File: config.mk
export PLATFORM = sky130hd
export DESIGN_NAME = mqtt_packet_header_inspector
export DESIGN_NICKNAME = d
export VERILOG_FILES = /design/src/mqtt_phi_pkg.sv /design/src/mqtt_phi_parser.sv /design/src/mqtt_phi_outreg.sv /design/src/mqtt_packet_header_inspector.sv
export SDC_FILE = /design/constraint.sdc
export NUM_CORES = 1
export LEC_CHECK = 0
export BUFFER_PORTS_ARGS = -buffer_cell sky130_fd_sc_hd__buf_4
export CAP_MARGIN = 20
export CELL_PAD_IN_SITES_DETAIL_PLACEMENT = 1
export CELL_PAD_IN_SITES_GLOBAL_PLACEMENT = 2
export CORE_ASPECT_RATIO = 1.2
export CORE_MARGIN = 3
export CORE_UTILIZATION = 34
export DETAILED_ROUTE_END_ITERATION = 8
export PLACE_DENSITY = 0.85
export SLEW_MARGIN = 10
export SYNTH_ARGS = -nofsm -noshare
export SYNTH_HDL_FRONTEND = slang
export SYNTH_SLANG_ARGS = --single-unit
File: constraint.sdc
create_clock -name clk -period 5.4 [get_ports clk]
set_input_delay 0.81 -clock clk [delete_from_list [all_inputs] [get_ports clk]]
set_output_delay 0.81 -clock clk [all_outputs]
set_load 0.02 [all_outputs]
File: src/mqtt_phi_pkg.sv
// shared constants and result type of the mqtt packet header inspector
`timescale 1ns / 1ps
`default_nettype none
package mqtt_phi_pkg;

  localparam int BUFFER_BYTES = 4096;
  localparam int POS_W        = $clog2(BUFFER_BYTES + 1);

  localparam int TYPE_W = 4;
  localparam int RLEN_W = 28;
  localparam int QOS_W  = 2;
  localparam int KEEP_W = 16;
  localparam int NAME_W = 12;
  localparam int STR_W  = 16;
  localparam int LBS_W  = 3;

  localparam int RES_BITS = TYPE_W + 1 + RLEN_W + QOS_W + 1 + 1 + KEEP_W + NAME_W + NAME_W + 1;
  localparam int OUT_W    = ((RES_BITS + 7) / 8) * 8;

  localparam logic [TYPE_W-1:0] PKT_CONNECT   = 4'd1;
  localparam logic [TYPE_W-1:0] PKT_PUBLISH   = 4'd3;
  localparam logic [TYPE_W-1:0] PKT_SUBSCRIBE = 4'd8;

  localparam logic [7:0] CH_HASH  = 8'h23;
  localparam logic [7:0] CH_PLUS  = 8'h2B;
  localparam logic [7:0] LEN_MASK = 8'h7F;

  typedef struct packed {
    logic [TYPE_W-1:0] pkt_kind;
    logic              malformed;
    logic [RLEN_W-1:0] rem_len;
    logic [QOS_W-1:0]  qos;
    logic              retain;
    logic              will_bit;
    logic [KEEP_W-1:0] keepalive;
    logic [NAME_W-1:0] name_offset;
    logic [NAME_W-1:0] name_length;
    logic              wildcard_res;
  } result_t;

endpackage
`default_nettype wire

File: src/mqtt_phi_parser.sv
// per-byte parser state and the result formed on the last byte of a buffer
`timescale 1ns / 1ps
`default_nettype none
module mqtt_phi_parser (
  input  wire logic                  clk,
  input  wire logic                  rst,
  input  wire logic                  take,
  input  wire logic [7:0]            data_byte,
  input  wire logic                  last_byte,
  output mqtt_phi_pkg::result_t      result
);
  import mqtt_phi_pkg::*;

  typedef enum logic [15:0] {
    PH_HEADER     = 16'h0001,
    PH_LENGTH     = 16'h0002,
    PH_IDLE       = 16'h0004,
    PH_PROTO_HI   = 16'h0008,
    PH_PROTO_LO   = 16'h0010,
    PH_PROTO_BODY = 16'h0020,
    PH_CONN_FIXED = 16'h0040,
    PH_NAME_HI    = 16'h0080,
    PH_NAME_LO    = 16'h0100,
    PH_NAME_BODY  = 16'h0200,
    PH_NAME_DONE  = 16'h0400,
    PH_PKT_ID     = 16'h0800,
    PH_FILT_HI    = 16'h1000,
    PH_FILT_LO    = 16'h2000,
    PH_FILT_BODY  = 16'h4000,
    PH_FILT_QOS   = 16'h8000
  } phase_t;

  typedef enum logic [2:0] {
    LS_DECODING = 3'b001,
    LS_VALID    = 3'b010,
    LS_FAILED   = 3'b100
  } len_status_t;

  logic [POS_W-1:0]  byte_position, byte_position_next;
  logic [7:0]        first_header_byte, first_header_byte_next;
  logic [RLEN_W-1:0] length_accumulator, length_accumulator_next;
  logic [LBS_W-1:0]  length_bytes_seen, length_bytes_seen_next;
  len_status_t       length_status, length_status_next;
  phase_t            parse_phase, parse_phase_next;
  logic [STR_W-1:0]  field_countdown, field_countdown_next;
  logic [NAME_W-1:0] string_start, string_start_next;
  logic [STR_W-1:0]  string_size, string_size_next;
  logic              connect_will, connect_will_next;
  logic [KEEP_W-1:0] keepalive_value, keepalive_value_next;
  logic              wildcard_seen, wildcard_seen_next;

  logic [TYPE_W-1:0] cur_type;
  logic [RLEN_W-1:0] len_part;
  logic [STR_W-1:0]  size_joined;
  logic [STR_W-1:0]  count_dec;
  logic              in_range;
  logic [TYPE_W-1:0] res_type;
  logic [RLEN_W:0]   need_bytes;
  logic              fixed_reached;

  assign cur_type  = first_header_byte[7:4];
  assign in_range  = (byte_position < POS_W'(BUFFER_BYTES));
  assign count_dec = field_countdown - STR_W'(1);
  assign size_joined = {string_size[7:0], data_byte};

  // seven payload bits of a length byte, placed by its index
  always_comb begin
    case (length_bytes_seen[1:0])
      2'd0:    len_part = {21'b0, data_byte[6:0]};
      2'd1:    len_part = {14'b0, data_byte[6:0], 7'b0};
      2'd2:    len_part = {7'b0, data_byte[6:0], 14'b0};
      default: len_part = {data_byte[6:0], 21'b0};
    endcase
  end

  always_comb begin
    byte_position_next      = byte_position;
    first_header_byte_next  = first_header_byte;
    length_accumulator_next = length_accumulator;
    length_bytes_seen_next  = length_bytes_seen;
    length_status_next      = length_status;
    parse_phase_next        = parse_phase;
    field_countdown_next    = field_countdown;
    string_start_next       = string_start;
    string_size_next        = string_size;
    connect_will_next       = connect_will;
    keepalive_value_next    = keepalive_value;
    wildcard_seen_next      = wildcard_seen;
    if (in_range) begin
      byte_position_next = byte_position + POS_W'(1);
      unique case (parse_phase)
        PH_HEADER: begin
          first_header_byte_next = data_byte;
          parse_phase_next       = PH_LENGTH;
        end
        PH_LENGTH: begin
          length_accumulator_next = length_accumulator | len_part;
          length_bytes_seen_next  = length_bytes_seen + LBS_W'(1);
          if (data_byte[7] == 1'b0) begin
            length_status_next = LS_VALID;
            if (cur_type == PKT_CONNECT) begin
              parse_phase_next = PH_PROTO_HI;
            end else if (cur_type == PKT_PUBLISH) begin
              parse_phase_next = PH_NAME_HI;
            end else if (cur_type == PKT_SUBSCRIBE) begin
              field_countdown_next = STR_W'(2);
              parse_phase_next     = PH_PKT_ID;
            end else begin
              parse_phase_next = PH_IDLE;
            end
          end else if (length_bytes_seen_next >= LBS_W'(4)) begin
            length_status_next = LS_FAILED;
            parse_phase_next   = PH_IDLE;
          end
        end
        PH_PROTO_HI: begin
          string_size_next = {8'b0, data_byte};
          parse_phase_next = PH_PROTO_LO;
        end
        PH_NAME_HI: begin
          string_size_next = {8'b0, data_byte};
          parse_phase_next = PH_NAME_LO;
        end
        PH_FILT_HI: begin
          string_size_next = {8'b0, data_byte};
          parse_phase_next = PH_FILT_LO;
        end
        PH_PROTO_LO: begin
          string_size_next     = size_joined;
          string_start_next    = byte_position[NAME_W-1:0] + NAME_W'(1);
          field_countdown_next = size_joined;
          if (size_joined != '0) begin
            parse_phase_next = PH_PROTO_BODY;
          end else begin
            field_countdown_next = STR_W'(4);
            parse_phase_next     = PH_CONN_FIXED;
          end
        end
        PH_NAME_LO: begin
          string_size_next     = size_joined;
          string_start_next    = byte_position[NAME_W-1:0] + NAME_W'(1);
          field_countdown_next = size_joined;
          parse_phase_next     = (size_joined != '0) ? PH_NAME_BODY : PH_NAME_DONE;
        end
        PH_FILT_LO: begin
          string_size_next     = size_joined;
          string_start_next    = byte_position[NAME_W-1:0] + NAME_W'(1);
          field_countdown_next = size_joined;
          parse_phase_next     = (size_joined != '0) ? PH_FILT_BODY : PH_FILT_QOS;
        end
        PH_PROTO_BODY: begin
          field_countdown_next = count_dec;
          if (count_dec == '0) begin
            field_countdown_next = STR_W'(4);
            parse_phase_next     = PH_CONN_FIXED;
          end
        end
        PH_CONN_FIXED: begin
          // connect flags, keepalive high, keepalive low follow the level byte
          if (field_countdown == STR_W'(3)) begin
            connect_will_next = data_byte[2];
          end else if (field_countdown == STR_W'(2)) begin
            keepalive_value_next = {data_byte, 8'b0};
          end else if (field_countdown == STR_W'(1)) begin
            keepalive_value_next = {keepalive_value[15:8], data_byte};
          end
          field_countdown_next = count_dec;
          if (count_dec == '0) begin
            parse_phase_next = PH_NAME_HI;
          end
        end
        PH_NAME_BODY: begin
          field_countdown_next = count_dec;
          if (count_dec == '0) begin
            parse_phase_next = PH_NAME_DONE;
          end
        end
        PH_PKT_ID: begin
          field_countdown_next = count_dec;
          if (count_dec == '0) begin
            parse_phase_next = PH_FILT_HI;
          end
        end
        PH_FILT_BODY: begin
          if (data_byte == CH_HASH || data_byte == CH_PLUS) begin
            wildcard_seen_next = 1'b1;
          end
          field_countdown_next = count_dec;
          if (count_dec == '0) begin
            parse_phase_next = (wildcard_seen || data_byte == CH_HASH ||
                                data_byte == CH_PLUS) ? PH_IDLE : PH_FILT_QOS;
          end
        end
        PH_FILT_QOS: begin
          parse_phase_next = PH_FILT_HI;
        end
        PH_IDLE, PH_NAME_DONE: begin
          parse_phase_next = parse_phase;
        end
        default: begin
          parse_phase_next = parse_phase;
        end
      endcase
    end
  end

  // result seen from the state after the last byte
  assign res_type   = first_header_byte_next[7:4];
  assign need_bytes = (RLEN_W+1)'(1) + (RLEN_W+1)'(length_bytes_seen_next) +
                      {1'b0, length_accumulator_next};
  assign fixed_reached = (parse_phase_next == PH_NAME_HI) || (parse_phase_next == PH_NAME_LO) ||
                         (parse_phase_next == PH_NAME_BODY) || (parse_phase_next == PH_NAME_DONE);

  always_comb begin
    result           = '0;
    result.pkt_kind  = res_type;
    result.malformed = (length_status_next != LS_VALID) ||
                       (need_bytes > (RLEN_W+1)'(byte_position_next));
    result.rem_len   = length_accumulator_next;
    if (res_type == PKT_CONNECT && fixed_reached) begin
      result.will_bit  = connect_will_next;
      result.keepalive = keepalive_value_next;
    end
    if (res_type == PKT_PUBLISH) begin
      result.qos    = first_header_byte_next[2:1];
      result.retain = first_header_byte_next[0];
    end
    if (res_type == PKT_SUBSCRIBE) begin
      result.wildcard_res = wildcard_seen_next && (parse_phase_next != PH_FILT_BODY);
    end
    if ((res_type == PKT_CONNECT || res_type == PKT_PUBLISH) &&
        parse_phase_next == PH_NAME_DONE && string_size_next != '0) begin
      result.name_offset = string_start_next;
      result.name_length = string_size_next[NAME_W-1:0];
    end
  end

  always_ff @(posedge clk) begin
    if (rst || (take && last_byte)) begin
      byte_position      <= '0;
      first_header_byte  <= '0;
      length_accumulator <= '0;
      length_bytes_seen  <= '0;
      length_status      <= LS_DECODING;
      parse_phase        <= PH_HEADER;
      field_countdown    <= '0;
      string_start       <= '0;
      string_size        <= '0;
      connect_will       <= 1'b0;
      keepalive_value    <= '0;
      wildcard_seen      <= 1'b0;
    end else if (take) begin
      byte_position      <= byte_position_next;
      first_header_byte  <= first_header_byte_next;
      length_accumulator <= length_accumulator_next;
      length_bytes_seen  <= length_bytes_seen_next;
      length_status      <= length_status_next;
      parse_phase        <= parse_phase_next;
      field_countdown    <= field_countdown_next;
      string_start       <= string_start_next;
      string_size        <= string_size_next;
      connect_will       <= connect_will_next;
      keepalive_value    <= keepalive_value_next;
      wildcard_seen      <= wildcard_seen_next;
    end
  end

`ifndef SYNTH
  a_new_buffer: assert property (@(posedge clk) disable iff (rst)
    take && last_byte |=> parse_phase == PH_HEADER && byte_position == '0)
    else $error("parser did not restart after last byte");
  a_fail_idle: assert property (@(posedge clk) disable iff (rst)
    length_status == LS_FAILED |-> parse_phase == PH_IDLE)
    else $error("body parsed after failed length decode");
  a_len_bytes: assert property (@(posedge clk) disable iff (rst)
    length_bytes_seen <= LBS_W'(4) && byte_position <= POS_W'(BUFFER_BYTES))
    else $error("length byte count or position out of range");
`endif

endmodule
`default_nettype wire

File: src/mqtt_phi_outreg.sv
// result register on the master side of the stream
`timescale 1ns / 1ps
`default_nettype none
module mqtt_phi_outreg (
  input  wire logic                              clk,
  input  wire logic                              rst,
  input  wire logic                              load,
  input  wire mqtt_phi_pkg::result_t             result,
  output logic                                   ready,
  output logic                                   m_tvalid,
  input  wire logic                              m_tready,
  output logic [mqtt_phi_pkg::OUT_W-1:0]         m_tdata
);
  import mqtt_phi_pkg::*;

  result_t res_q;

  // register may load when empty or while its content is taken
  assign ready = !m_tvalid || m_tready;

  always_ff @(posedge clk) begin
    if (rst) begin
      m_tvalid <= 1'b0;
    end else if (ready) begin
      m_tvalid <= load;
    end
  end

  always_ff @(posedge clk) begin
    if (ready && load) begin
      res_q <= result;
    end
  end

  assign m_tdata = {{(OUT_W - RES_BITS){1'b0}},
                    res_q.wildcard_res, res_q.name_length, res_q.name_offset,
                    res_q.keepalive, res_q.will_bit, res_q.retain, res_q.qos,
                    res_q.rem_len, res_q.malformed, res_q.pkt_kind};

endmodule
`default_nettype wire

File: src/mqtt_packet_header_inspector.sv
// top level: input register, byte parser and result register
// a last byte is held in the input register, then its result goes to the result register
// throughput: one byte per cycle; a last byte waits only while the result register
// is full and m_tready is low
// the parser state is one set of registers updated once per byte
// reset (rst, synchronous) empties both registers and returns the parser to the header byte
`timescale 1ns / 1ps
`default_nettype none
module mqtt_packet_header_inspector (
  input  wire logic                              clk,
  input  wire logic                              rst,
  input  wire logic                              s_tvalid,
  output logic                                   s_tready,
  input  wire logic [7:0]                        s_tdata,  // data_byte
  input  wire logic                              s_tlast,  // last_byte
  output logic                                   m_tvalid,
  input  wire logic                              m_tready,
  // pkt_kind, malformed, rem_len, qos, retain, will_bit,
  // keepalive, name_offset, name_length, wildcard_res, zero fill
  output logic [mqtt_phi_pkg::OUT_W-1:0]         m_tdata
);
  import mqtt_phi_pkg::*;

  logic       in_vld;
  logic [7:0] in_byte;
  logic       in_last;
  logic       out_ready;
  logic       advance;
  result_t    result;

  // a non-final byte never needs the result register
  assign advance  = in_vld && (!in_last || out_ready);
  assign s_tready = !in_vld || advance;

  always_ff @(posedge clk) begin
    if (rst) begin
      in_vld <= 1'b0;
    end else if (s_tready) begin
      in_vld <= s_tvalid;
    end
  end

  always_ff @(posedge clk) begin
    if (s_tvalid && s_tready) begin
      in_byte <= s_tdata;
      in_last <= s_tlast;
    end
  end

  mqtt_phi_parser u_parser (
    .clk       (clk),
    .rst       (rst),
    .take      (advance),
    .data_byte (in_byte),
    .last_byte (in_last),
    .result    (result)
  );

  mqtt_phi_outreg u_outreg (
    .clk      (clk),
    .rst      (rst),
    .load     (advance && in_last),
    .result   (result),
    .ready    (out_ready),
    .m_tvalid (m_tvalid),
    .m_tready (m_tready),
    .m_tdata  (m_tdata)
  );

endmodule
`default_nettype wire

# After elaboration in Yosys (flattened, before gate mapping)

Cells that the tools add are included.

Magnitude comparators: 3
Reduce and logical (&&, ||, !) cells: 34
Eq/ne operators: 37
Add/subtract/negate cells: 6
Bitwise operators: 1
Multiplexer cells: 50

Operators by type and width:

| operator               | count |
|---|---|
| $mux W16               | 23 |
| $pmux W16 S14          | 1 |
| $pmux W28 S3           | 1 |
| $pmux W16 S5           | 1 |
| $mux W28               | 2 |
| $eq A16 B2 Y1 const B  | 3 |
| $mux W12               | 3 |
| $eq A16 B1 Y1 const B  | 2 |
| $eq A16 B10 Y1 const B | 2 |
| $eq A16 B8 Y1 const B  | 2 |
| $eq A16 B9 Y1 const B  | 2 |
| $pmux W16 S2           | 1 |
| $reduce_bool A16 Y1    | 2 |
| $add A29 B28 Y29       | 1 |
| $gt A29 B13 Y1         | 1 |
| $or A28 B28 Y28        | 1 |
| $mux W8                | 3 |
| $mux W3                | 6 |
| $eq A16 B11 Y1 const B | 1 |
| $eq A16 B12 Y1 const B | 1 |
| $eq A16 B13 Y1 const B | 1 |
| $eq A16 B14 Y1 const B | 1 |
| $eq A16 B15 Y1 const B | 1 |
| $eq A16 B16 Y1 const B | 1 |
| other kinds (36)       | 68 |

Logic and storage cells: 158
Bits in registers: 222
Input bits: 13
Output and inout bits: 82

# Depth between registers and ports, before layout

Depth in word-level cells: 12
Mapped depth: 27
Depth with buffers taken out: 24

# Hierarchy

A second synthesis with hierarchy kept.

Cell total of the unflattened synthesis: 1,290
Area, all modules: 11,795.1 sq um

By module, submodules not included:

| module                       | cells an instance | area each (sq um) | times used | seq. area each (sq um) |
|---|---|---|---|---|
| mqtt_phi_parser              | 1,187             | 9,028.7           | 1          | 2,642.5 |
| mqtt_phi_outreg              | 86                | 2,416.1           | 1          | 2,362.3 |
| mqtt_packet_header_inspector | 17                | 350.3             | 1          | 290.3 |

# Least setup slack after synthesis

OpenSTA, ideal clock, no wires.

Path type: register to register
Start: reg u_parser.parse_phase[12]
End: reg u_outreg.res_q, in the netlist u_outreg.m_tdata[4] (data pin)
Path buffers: 3
Library setup time: 0.266 ns
Required time: 5.134 ns
Stages on the path, launching flop included: 25
Setup slack: 0.115 ns
Clock period less this slack: 5.285 ns
Arrival: 5.019 ns
Cell sequence: dfxtp_1 buf_6 nor4_2 nand4_1 nor2_2 clkbuf_1 nor2_1 a21oi_1 inv_1 ha_1 inv_1 fa_1 inv_1 a21oi_1 o21bai_1 and3_1 clkbuf_1 nand3_1 nor2b_1 ha_1 nand2_1 or4_1 o211ai_1 and3_1 nand4_1

RTL lines:

| element                | line                   | RTL |
|---|---|---|
| start, declared        | mqtt_phi_parser.sv:44  | `phase_t parse_phase, parse_phase_next;` |
| start signal, assigned | mqtt_phi_parser.sv:258 | `parse_phase <= parse_phase_next;` |
| end signal, assigned   | mqtt_phi_outreg.sv:31  | `res_q <= result;` |
| end, declared          | mqtt_phi_outreg.sv:16  | `result_t res_q;` |

==> results.json <==
{
  "synth_top_area_cell": "dfxtp_1",
  "port_buffers": 92,
  "min_period_over_period_pct": 92.95,
  "critPathRequiredTime_ps": 5690,
  "yosysWarnings": 0,
  "start_kind": "register",
  "grt.total_usage_pct": 20.57,
  "rsz0062_at_grt": "no",
  "clk_pin_slew_ps": 60,
  "grt_max_degree": 66,
  "avgSynthCellArea_um2": 9.049,
  "synth_common_cells": "163 x nor2_1, 136 x nand2_1, 134 x dfxtp_1, 92 x a21oi_1, 87 x edfxtp_1",
  "report.final.slew_viol_count": 0,
  "p_per_area_nw_per_um2": 263.3,
  "top_usage_layer": "met2",
  "finalSetupViolations": 0,
  "max_freq_mhz": 199.2,
  "row_count": 74,
  "ys_seq_area_share_pct": 44.00,
  "synthTopCellsByArea": "dfxtp_1 22%, edfxtp_1 22%, nor2_1 5.1%",
  "drt_iter0_drc": 657,
  "drc": 0,
  "die_h_um": 212.1,
  "gp_congestion": 0.8888,
  "core_um2": 34440,
  "cts_buffers": 26,
  "wl_mm": 39.33,
  "setup_tns_ps": 0,
  "routed-via-count": 10550,
  "leakagePower_uw": 0.005374,
  "hold_viol": 0,
  "grt_pass1_wl_mm": 61.76,
  "min_path_type": "reg -> reg",
  "met3_usage_pct": 2.108,
  "cts_resized": 0,
  "whs_ps": 452.3,
  "clockBufferDepth": 3,
  "ys_types": 86,
  "status": "finished, final reports clean",
  "dieArea_um2": 37700,
  "synth_edf_count": 87,
  "grt_pass1_vias": 10740,
  "max_slew_margin_pct": 27.41,
  "ys_ff_latch": 221,
  "place_hpwl_mm": 28.10,
  "critPathMaxFanout": 12,
  "irDropWorstVdd_uv": 208.4,
  "clock-root-buffer": "clkbuf_16",
  "syn2layout_area_growth_pct": 16.22,
  "synth_top_area_share_pct": 22.29,
  "async_flop_share_pct": 0,
  "grt-ovfl-total": 0,
  "min_period_ps": 5019,
  "grt_util_met1_pct": 25.71,
  "cp-end-kind": "register",
  "cts_tree": "done",
  "hold_buffers": 0,
  "synthCells": 1330,
  "worstPathArrival_ps": 5300,
  "start_util_pct": 34.94,
  "layout.nets": 1436,
  "firstDrtPassIters": 5,
  "num_antenna_cells": 0,
  "synth_flop_cell": "dfxtp_1",
  "path_class": "reg -> reg",
  "fin_skew_ps": 13.29,
  "dieWidth_um": 177.8,
  "post_cts_buffers": 0,
  "antenna_found_initial": 0,
  "worst_pin_slew_ps": 1084,
  "clk-insertion-delay-late_ps": 540,
  "ant_nets": 0,
  "h-tree-depth": 1,
  "syn_area_um2": 12040,
  "pin_count": 95,
  "wire_per_inst_um": 21.05,
  "max_cap_violations": 0,
  "r2r_setup_slack_ps": 380,
  "clkSinkCount": 221,
  "final_layout_size_suffix_gt1_share_pct": 17.20,
  "grt_util_met2_pct": 36.44,
  "synth.most_common_cell": "nor2_1",
  "viasPerCell": 5.643
}
## per-stage QoR
stage	util (%)	setup WS [ps]	power (µW)	instance area, µm²	cells
floorplan	-	114.6	1975	12040	1331
global placement	38.33	548.2	2075	13200	1820
detailed placement	38.33	326.5	2078	13200	1820
CTS	40.58	296.2	3720	13980	1868
global route	40.61	53.95	3814	13990	1869
finish	40.61	380.9	3683	13990	1869
## final timing paths
path	endpoint	cells past startpoint	start
setup / recovery	u_outreg.m_tdata[4]	24	u_parser.parse_phase[4]
hold / removal	u_parser.keepalive_value[13]	2	u_parser.keepalive_value[13]
setup reg to reg	u_outreg.m_tdata[4]	24	u_parser.parse_phase[4]
hold reg to reg	u_parser.keepalive_value[13]	2	u_parser.keepalive_value[13]
## power breakdown
| group | internal [µW] | switching [µW] | total, µW |
|---|---|---|---|
| Sequential | 1750 | 20.4 | 1770 |
| Combinational | 88.5 | 190 | 279 |
| Clock | 923 | 713 | 1640 |
| Total | 2760 | 923 | 3680 |
## sequential cells by signal (all words and copies together) (netlist names)
register / cells
u_parser.byte_position: 13
u_parser.connect_will: 1
u_parser.length_status: 3
u_parser.wildcard_seen: 1
u_outreg.m_tdata: 78
u_parser.string_start: 12
u_parser.string_size: 16
u_parser.keepalive_value: 16
in_last: 1
in_vld: 1
u_outreg.m_tvalid: 1
u_parser.length_accumulator: 28
u_parser.field_countdown: 16
u_parser.first_header_byte: 7
u_parser.length_bytes_seen: 3
u_parser.parse_phase: 16
in_byte: 8
## cell type report
cell class,instances,area (µm²)
Multi-Input combinational cell,974,6182
Clock inverter,10,56.30
Timing Repair Buffer,138,1046
Inverter,32,120.1
Clock buffer,38,716.9
Sequential cell,221,5295
Tap cell,456,570.5
Fill cell,4007,20460
## cell usage in the layout (no fill, tap or decap), types with 31 or more instances in the layout
master,count
buf_4,136
nor3_1,37
nand3_1,42
nand2_1,136
a21oi_1,91
dfxtp_1,134
nor2_1,163
o21ai_0,40
edfxtp_1,87
xnor2_1,38
inv_1,31
## kinds of logic (layout without fill, tap and decap cells)
family,count (synthesis),after routing,share of synthesized area (%)
DFF,221,221,44.00
AOI/OAI and AO/OA,295,295,17.13
and+or+nand+nor,560,560,24.16
muxes,28,28,2.339
other,1,2,0.03116
adders and majority gates,30,30,3.181
xor gates and xnor gates,59,59,4.294
buffers and inverters,136,218,4.865
## routing by layer
metal / wire [µm] / share of wire [%] / vias up
met5: 0 / 0 / -
li1: - / - / 4985
met3: 1326 / 3.4 / 81
met4: 1561 / 4.0 / 0
met1: 16760 / 43 / 5279
met2: 19690 / 50 / 202
## worst max-delay path, stage by stage, from the launching register on
cell	delay, ps
dfxtp_1	410
nor4_2	400
nand4_1	210
nor2_2	210
nor2_1	60
a21oi_1	210
inv_1	80
ha_1	190
xor2_1	150
xnor2_1	140
ha_1	340
a21oi_1	120
o21bai_1	240
nand3_1	150
nor2_1	200
xor2_1	190
ha_1	270
a21o_1	160
a21oi_1	130
nor2b_1	60
o21ai_0	190
o311ai_0	180
o211ai_1	180
and3_1	210
nand4_1	70
No activity file was read; power rests on OpenSTA's default activity.
